**src/design/dbs_pkg.sv**
```systemverilog
// dbs_pkg: shared constants, side codes and latency helpers for the same-side test.
// No dependencies; imported by every module of the block except dbs_delay.
package dbs_pkg;

   localparam int COORD_BITS_DEF = 16;
   localparam int IN_FIELDS      = 12;
   localparam int MUL_LIMB       = 32;

   localparam int MC_W               = 16;
   localparam logic [MC_W-1:0] MIN_COSINE_RESET = 16'd6554;

   localparam int CSR_ADDR_W = 3;
   localparam int CSR_DATA_W = 32;
   localparam logic REG_MIN_COSINE = 1'b0;

   localparam int SIDE_W = 2;
   localparam int RSP_W  = 8;
   localparam logic [SIDE_W-1:0] SIDE_NONE = 2'b00;
   localparam logic [SIDE_W-1:0] SIDE_SAME = 2'b01;
   localparam logic [SIDE_W-1:0] SIDE_OPP  = 2'b11;

   typedef struct packed {
      logic deg;
      logic qpos;
      logic below1;
   } flag_type;

   function automatic int imax(input int x, input int y);
      return (x > y) ? x : y;
   endfunction

   // abs stage, two stages per limb of the second operand, sign stage
   function automatic int mul_latency(input int bw);
      return 2 * ((bw + MUL_LIMB - 1) / MUL_LIMB) + 2;
   endfunction

endpackage

```
**src/design/dbs_mul.sv**
```systemverilog
// dbs_mul: pipelined signed multiplier built from MUL_LIMB x MUL_LIMB partial products,
// one limb of b per two stages.
module dbs_mul import dbs_pkg::*; #(
   parameter int AW = 17,
   parameter int BW = 17
) (
   input  logic                  clock,
   input  logic                  en,
   input  logic signed [AW-1:0]  a,
   input  logic signed [BW-1:0]  b,
   output logic signed [AW+BW-1:0] p
);

   localparam int L  = MUL_LIMB;
   localparam int NA = (AW + L - 1) / L;
   localparam int NB = (BW + L - 1) / L;
   localparam int RW = AW + BW;
   localparam int PW = (NA + 1) * L;

   logic signed [AW-1:0] a_neg;
   logic signed [BW-1:0] b_neg;
   logic [AW-1:0]        a_mag;
   logic [BW-1:0]        b_mag;

   logic [NA*L-1:0] a0_ff;
   logic [NB*L-1:0] b0_ff;
   logic            n0_ff;

   logic [NA*L-1:0] a_src [NB];
   logic [NB*L-1:0] b_src [NB];
   logic            n_src [NB];
   logic [RW-1:0]   acc_src [NB];

   logic [NA*L-1:0] ap_ff [NB];
   logic [NB*L-1:0] bp_ff [NB];
   logic            np_ff [NB];
   logic [RW-1:0]   accp_ff [NB];
   logic [PW-1:0]   ev_ff [NB];
   logic [PW-1:0]   od_ff [NB];
   logic [PW-1:0]   ev_in [NB];
   logic [PW-1:0]   od_in [NB];

   logic [NA*L-1:0] aq_ff [NB];
   logic [NB*L-1:0] bq_ff [NB];
   logic            nq_ff [NB];
   logic [RW-1:0]   accq_ff [NB];
   logic [RW-1:0]   accq_in [NB];

   logic [RW-1:0]   p_ff;

   assign a_neg = -a;
   assign b_neg = -b;
   assign a_mag = a[AW-1] ? a_neg : a;
   assign b_mag = b[BW-1] ? b_neg : b;

   always_ff @(posedge clock) begin
      if (en) begin
         a0_ff <= (NA*L)'(a_mag);
         b0_ff <= (NB*L)'(b_mag);
         n0_ff <= a[AW-1] ^ b[BW-1];
      end
   end

   always_comb begin
      a_src[0]   = a0_ff;
      b_src[0]   = b0_ff;
      n_src[0]   = n0_ff;
      acc_src[0] = '0;
      for (int k = 1; k < NB; k++) begin
         a_src[k]   = aq_ff[k-1];
         b_src[k]   = bq_ff[k-1];
         n_src[k]   = nq_ff[k-1];
         acc_src[k] = accq_ff[k-1];
      end
   end

   // even and odd limb products never overlap among themselves
   always_comb begin
      logic [2*L-1:0] pp;
      for (int k = 0; k < NB; k++) begin
         ev_in[k] = '0;
         od_in[k] = '0;
         for (int i = 0; i < NA; i++) begin
            pp = (2*L)'(a_src[k][i*L +: L]) * (2*L)'(b_src[k][k*L +: L]);
            if (i % 2 == 0) ev_in[k][i*L +: 2*L] = pp;
            else            od_in[k][i*L +: 2*L] = pp;
         end
      end
   end

   always_comb begin
      for (int k = 0; k < NB; k++) begin
         accq_in[k] = accp_ff[k] + (RW'(ev_ff[k]) << (k*L)) + (RW'(od_ff[k]) << (k*L));
      end
   end

   always_ff @(posedge clock) begin
      if (en) begin
         for (int k = 0; k < NB; k++) begin
            ap_ff[k]   <= a_src[k];
            bp_ff[k]   <= b_src[k];
            np_ff[k]   <= n_src[k];
            accp_ff[k] <= acc_src[k];
            ev_ff[k]   <= ev_in[k];
            od_ff[k]   <= od_in[k];
            aq_ff[k]   <= ap_ff[k];
            bq_ff[k]   <= bp_ff[k];
            nq_ff[k]   <= np_ff[k];
            accq_ff[k] <= accq_in[k];
         end
         p_ff <= nq_ff[NB-1] ? (-accq_ff[NB-1]) : accq_ff[NB-1];
      end
   end

   assign p = p_ff;

endmodule

```
**config.mk**
```make
export PLATFORM = sky130hd
export DESIGN_NAME = dbs_mul
export DESIGN_NICKNAME = d
export VERILOG_FILES = /design/src/design/dbs_pkg.sv /design/src/design/dbs_mul.sv
export SDC_FILE = /design/constraint.sdc
export NUM_CORES = 1
export LEC_CHECK = 0
export ABC_AREA = 1
export BUFFER_PORTS_ARGS = -buffer_cell sky130_fd_sc_hd__buf_4
export CORE_MARGIN = 3
export CORE_UTILIZATION = 40
export CTS_CLUSTER_DIAMETER = 60
export DETAILED_ROUTE_END_ITERATION = 8
export GPL_ROUTABILITY_DRIVEN = 0
export GPL_TIMING_DRIVEN = 1
export SLEW_MARGIN = 5
export SYNTH_ARGS = -nofsm -noshare
export SYNTH_HDL_FRONTEND = slang
export SYNTH_SLANG_ARGS = --single-unit
```
**constraint.sdc**
```tcl
create_clock -name clock -period 14.2 [get_ports clock]
set_input_delay 2.13 -clock clock [delete_from_list [all_inputs] [get_ports clock]]
set_output_delay 2.13 -clock clock [all_outputs]
set_load 0.02 [all_outputs]
```
==> results.yml, run 1 <==
finish:
  syn_to_final_growth_pct: 9.02
  fin_area_sq_mm: 0.0180
  nFillCells: 3946
  final_common_cell: "nand2_1"
  final_cell_mix: "nand2_1, inv_1, fa_1"
  n_antenna_cell: 0
  drive_above_1_share_pct: 6.78
  fin_nets: 2394
sta:
  post-route-period-util_pct: 42.7
  setup_tns_ns: 0
  worst_slew_pin_slew_ns: 1.10
  relSlewSlack_pct: 26.7
  setup_viol: 0
  max_clock_freq_mhz: 165
  fin_crit_ns: 6.07
  drv_slew: 0
  rsz0062_at_grt: "false"
  skew_ns: 0.0120
  hold_violations: 0
global_routing:
  grt_pass1_wl_microns: 62000
  grtUsageTotal_pct: 17.6
  grt_max_degree: 87
  grt_overflow: 0
  grt_pass1_vias: 12548
  antenna_found_initial: 0
floorplan:
  core_area_sq_mm: 0.0403
  die_w_microns: 209
  die_h_microns: 209
  dieArea_sq_mm: 0.0437
  num_rows: 73
  start_util_pct: 41.0
  ioPinCount: 70
cts:
  htreeDepth: 4
  clk_latency_ns: 0.44
  post_cts_resized: 0
  cts.sinks: 139
  cts_setup_buffers: 0
  cts.clk_slew.worst_paths_ns: 0.06
  cts_tree: "done"
  numCtsBuffers: 17
  clock_path_buffers: 2
  cts-root-buf: "clkbuf_16"
  ctsHoldBuffers: 0
yosys:
  yosysWarnings: 0
  ys_seq_area_share_pct: 25.3
  ys_types: 34
  syn_inst: 2008
  yosys_register_bits: 139
  synth_edf_count: 139
  syn_nets: 2379
  yosysTopAreaCellShare_pct: 27.2
  syn_area_sq_mm: 0.0165
  async_flop_share_pct: 0
  synth.area.top_cells: "fa_1, edfxtp_1, nand2_1, inv_1, ha_1"
  yosys.area.top_type: "fa_1"
  synth_ff_type: "edfxtp_1"
  postSynthAreaPerCell_sq_um: 8.22
critical_path:
  crit_required_ns: 14.38
  cp_cell_sequence: "nand2_1 > fa_1 > inv_1 > fa_1 > inv_1 > fa_1 > inv_1 > fa_1 > fa_1 > inv_1 > fa_1 > inv_1 > ha_1 > nand2_1 > nor2_1 > nand3_1 > nand2_1 > nand2_1 > nand3_1 > nand2_1"
  path_class: "flop to flop"
  startpoint_type: "flop"
  cp-end-kind: "flop"
  slowest_delay_ns: 0.89
  regToRegSetupSlack_ns: 8.13
  cp_num_buf_inv: 5
  crit_path_top_delay_cell: "edfxtp_1"
  cp.arrival_ns: 6.24
  cp_common_cell: "fa_1"
  cp_max_fo: 17
  crit_family: "adder cells"
route:
  avgRoutedWirePerCell_microns: 14.4
  drt_pass1_iterations: 6
  drt-total-wl_microns: 36800
  drt-initial-drc-count: 820
  avgViaCountPerCell: 4.69
  antenna_left: 0
  dr_total_vias: 12005
  drc: 0
place:
  dpl.hpwl_microns: 29600
  placed_area_sq_mm: 0.0174
  port_buffers: 69
status:
  outcome: "complete, no violations"
hold_path:
  min_path_type: "flop to flop"
job:
  cap_violations: 0
flip-flops by register name, indices dropped and copies added (netlist names):
name / count
a0_ff: 17
accq_ff: 34
b0_ff: 17
ev_ff: 34
n0_ff: 1
np_ff: 1
nq_ff: 1
p: 34
Yosys cell counts (2+ instances only):
cell type	instances
xnor2_1	15
nor2_1	86
nor2_2	10
o31ai_1	4
fa_1	224
edfxtp_1	139
inv_2	3
buf_2	4
xor2_1	55
o21bai_1	4
nand2_2	8
a21oi_1	24
clkbuf_1	70
o21ai_1	4
nand3_2	5
nand3b_1	2
o21ai_0	15
nand2_1	588
nand3_1	50
o21ai_2	2
and2_1	2
ha_1	111
nor2_4	2
inv_1	558
nand4_1	12
nor3_2	3
cell type report:
type                    count  area (sq um)  area share (%)
clock inverters            14           158           0.876
multi-input cells        1233          9940            55.2
repair buffers             71           537            2.98
clock buffers              17           425            2.36
inverters                 561          2110            11.7
well taps                 525           657            3.65
flip-flops and latches    139          4170            23.2
worst paths after layout:
check,end,cells after the start,start
worst max-delay path,ev_ff[0][24]$_DFFE_PP_,20,b0_ff[8]$_DFFE_PP_
worst min-delay path,accq_ff[0][14]$_DFFE_PP_,0,ev_ff[0][14]$_DFFE_PP_
worst max register to register,ev_ff[0][24]$_DFFE_PP_,20,b0_ff[8]$_DFFE_PP_
worst min register to register,accq_ff[0][14]$_DFFE_PP_,0,ev_ff[0][14]$_DFFE_PP_
stage by stage:
stage | utilization (%) | setup slack [ns] | cells | hold WS, ns
final | 44.7 | 8.13 | 2560 | 0.417
after global routing | 44.7 | 7.89 | 2560 | 0.424
after CTS | 44.7 | 8.14 | 2560 | 0.420
after detailed placement | 43.2 | 8.16 | 2529 | 0.405
after global placement | 43.2 | 8.23 | 2529 | 0.401
after floorplan | - | 8.89 | 2008 | 0.400
routing by layer:
| metal | vias to the layer above | share of wire (%) | global-route usage (%) |
|---|---|---|---|
| met1 | 5678 | 42 | 22.3 |
| met4 | 0 | 2.8 | 5.77 |
| li1 | 5857 | - | - |
| met5 | - | 0 | 0 |
| met3 | 68 | 7.9 | 4.34 |
| met2 | 402 | 47 | 29.6 |
cell families after synthesis:
logic type / Yosys count / synth area share [%]
compound gates: 57 / 1.98
fa+ha+maj: 335 / 35.6
xor+xnor: 70 / 3.71
simple gates: 771 / 19.0
buf+inv: 636 / 14.5
flops: 139 / 25.3
Power of run 1 is not shown: default switching activity piles up to over one toggle a cycle in this logic, so the estimate is an artifact.
==> run 2, diff against run 1 <==
--- a/config.mk
+++ b/config.mk
@@ -5,7 +5,7 @@
 export SDC_FILE = /design/constraint.sdc
 export NUM_CORES = 1
 export LEC_CHECK = 0
-export ABC_AREA = 1
+export ABC_AREA = 0
 export BUFFER_PORTS_ARGS = -buffer_cell sky130_fd_sc_hd__buf_4
 export CORE_MARGIN = 3
 export CORE_UTILIZATION = 40
==> constraint.sdc (replaced) <==
create_clock -name clock -period 5.1 [get_ports clock]
set_input_delay 0.765 -clock clock [delete_from_list [all_inputs] [get_ports clock]]
set_output_delay 0.765 -clock clock [all_outputs]
set_load 0.02 [all_outputs]
==> results.yml, run 2 <==
status:
  outcome: "finished with violations"
  violations: "negative setup slack"
yosys:
  async_flop_share_pct: 0
  syn_inst: 1446
  synth_ff_type: "edfxtp_1"
  synth.area.top_cells: "fa_1, edfxtp_1, ha_1, inv_1, and2_1"
  synth.most_common_cell: "inv_1"
  synth_edf_count: 139
  syn_nets: 1817
  yosys_register_bits: 139
  syn_area_sq_mm: 0.0150
  ys_seq_area_share_pct: 27.8
  yosysWarnings: 0
  yosys.area.top_type: "fa_1"
  synthTopCellsByCount: "inv_1, fa_1, nand2_1"
  ys_types: 46
  yosysTopAreaCellShare_pct: 29.9
  postSynthAreaPerCell_sq_um: 10.4
sta:
  fin_crit_ns: 5.62
  drv_slew: 0
  hold_slack_ns: 0.406
  setup_viol: 20
  hold_violations: 0
  skew_ns: 0.0170
  setup_ws_ns: -0.516
  relSlewSlack_pct: 33.1
  max_clock_freq_mhz: 178
  worst_slew_pin_slew_ns: 1.00
  rsz0062_at_grt: "true"
  post-route-period-util_pct: 110
finish:
  final_cell_mix: "inv_1, buf_4, fa_1"
  final_common_cell: "inv_1"
  syn_to_final_growth_pct: 24.4
  fin_nets: 2049
  n_antenna_cell: 0
  drive_above_1_share_pct: 24.0
route:
  drc: 0
  antenna_left: 0
  drt-total-wl_microns: 32600
  drt-initial-drc-count: 513
  drt_pass1_iterations: 6
  avgRoutedWirePerCell_microns: 15.1
  avgViaCountPerCell: 4.81
  dr_total_vias: 10391
cts:
  cts_tree: "done"
  clock_path_buffers: 2
  cts-root-buf: "clkbuf_16"
  cts.clk_slew.worst_paths_ns: 0.08
  numCtsBuffers: 17
  cts.sinks: 139
  htreeDepth: 4
  ctsHoldBuffers: 0
  clk_latency_ns: 0.43
critical_path:
  crit_path_top_delay_cell: "fa_1"
  cp_num_buf_inv: 4
  cp_common_cell: "fa_1"
  cp_cell_sequence: "buf_6 > buf_6 > and2_4 > fa_1 > fa_1 > fa_1 > fa_1 > fa_1 > inv_1 > fa_1 > inv_2 > ha_4 > a21oi_2 > a2bb2oi_2 > nand3b_1 > a221oi_2 > o21ai_2 > a31oi_2 > xnor2_1"
  crit_required_ns: 5.26
  timing.rr.start: "a0_ff[4]$_DFFE_PP_"
  crit_family: "adder cells"
  cp_max_fo: 4
  slowest_delay_ns: 0.55
  path_class: "flop to flop"
  startpoint_type: "flop"
  worst_r2r_path_depth: 19
  cp.arrival_ns: 5.78
  regToRegSetupSlack_ns: -0.52
  cp-end-kind: "flop"
  regToRegEndpoint: "ev_ff[0][30]$_DFFE_PP_"
floorplan:
  core_area_sq_mm: 0.0368
  die_h_microns: 200
  die_w_microns: 200
  dieArea_sq_mm: 0.0398
  num_rows: 70
  start_util_pct: 40.8
  ioPinCount: 70
global_routing:
  grt_pass1_wl_microns: 53700
  grtUsageTotal_pct: 16.9
  grt_max_degree: 102
  antenna_found_initial: 0
  grt_overflow: 0
  grt_pass1_vias: 10898
place:
  dpl.hpwl_microns: 26400
  port_buffers: 69
hold_path:
  min_path_type: "flop to flop"
  hold_end: "accq_ff[0][25]$_DFFE_PP_"
  hp-start: "ev_ff[0][25]$_DFFE_PP_"
  holdPathStages: 0
job:
  cap_violations: 0
run 2: changes by cell type after synthesis, sizes merged, moves of 39 or more:
cell / delta
and2: +133
inv: -279
nand2: -389
nand3: -43
nor2: -73
xnor2: +60
xor2: -39
run 2: worst max-delay path by stage:
| stage | to | depth (start not counted) | from | slack, ns |
|---|---|---|---|---|
| global placement | ev_ff[0][33]$_DFFE_PP_ | 19 | b0_ff[5]$_DFFE_PP_ | -0.61 |
| finish | ev_ff[0][30]$_DFFE_PP_ | 19 | a0_ff[4]$_DFFE_PP_ | -0.52 |
| floorplan | ev_ff[0][25]$_DFFE_PP_ | 20 | a0_ff[7]$_DFFE_PP_ | -0.39 |
| detailed placement | ev_ff[0][33]$_DFFE_PP_ | 19 | b0_ff[5]$_DFFE_PP_ | -0.71 |
| global route | ev_ff[0][26]$_DFFE_PP_ | 19 | a0_ff[6]$_DFFE_PP_ | -0.76 |
| CTS | ev_ff[0][26]$_DFFE_PP_ | 20 | b0_ff[5]$_DFFE_PP_ | -0.51 |
run 2: timing repair:
action / CTS / global route
gates resized for setup: 75 / 52
endpoints found under the setup margin: 21 / 22
cloned: 2 / 0
buffers inserted: 20 / 19
pin swaps: 39 / 52
run 2: metrics by stage:
stage | utilization, % | worst slack, ns | TNS [ns] | std cells | cell area (sq um)
CTS | 49.9 | -0.514 | -7.21 | 2144 | 18300
finish | 50.7 | -0.516 | -7.90 | 2159 | 18700
global placement | 46.9 | -0.614 | -8.96 | 2091 | 17300
floorplan | - | -0.387 | -3.81 | 1446 | 15300
global route | 50.7 | -0.761 | -12.05 | 2159 | 18700
detailed placement | 46.9 | -0.709 | -10.82 | 2091 | 17300
run 2: final cells by class:
| class | count | area, sq um |
|---|---|---|
| clock buffer | 17 | 425 |
| clock inverter | 15 | 176 |
| fill | 3271 | 18100 |
| inverter | 282 | 1060 |
| multi-input combinational | 977 | 10100 |
| sequential | 139 | 4170 |
| tap | 468 | 586 |
| timing repair buffer | 261 | 2090 |
run 2: routing by layer:
| layer | vias up | track usage (%) | routed length, microns |
|---|---|---|---|
| li1 | 5002 | - | - |
| met1 | 5093 | 22.6 | 14700 |
| met2 | 261 | 28.7 | 15700 |
| met3 | 35 | 3.15 | 1800 |
| met4 | 0 | 3.95 | 394 |
| met5 | - | 0 | 0 |
run 2: cells by family after synthesis:
logic type / share of synthesized area (%)
simple gates: 14.1
fa+ha+maj: 39.2
buf+inv: 8.26
flops: 27.8
compound gates: 5.25
xor+xnor: 5.32
mux: 0.0668
Power of run 2 is left out for the same reason.
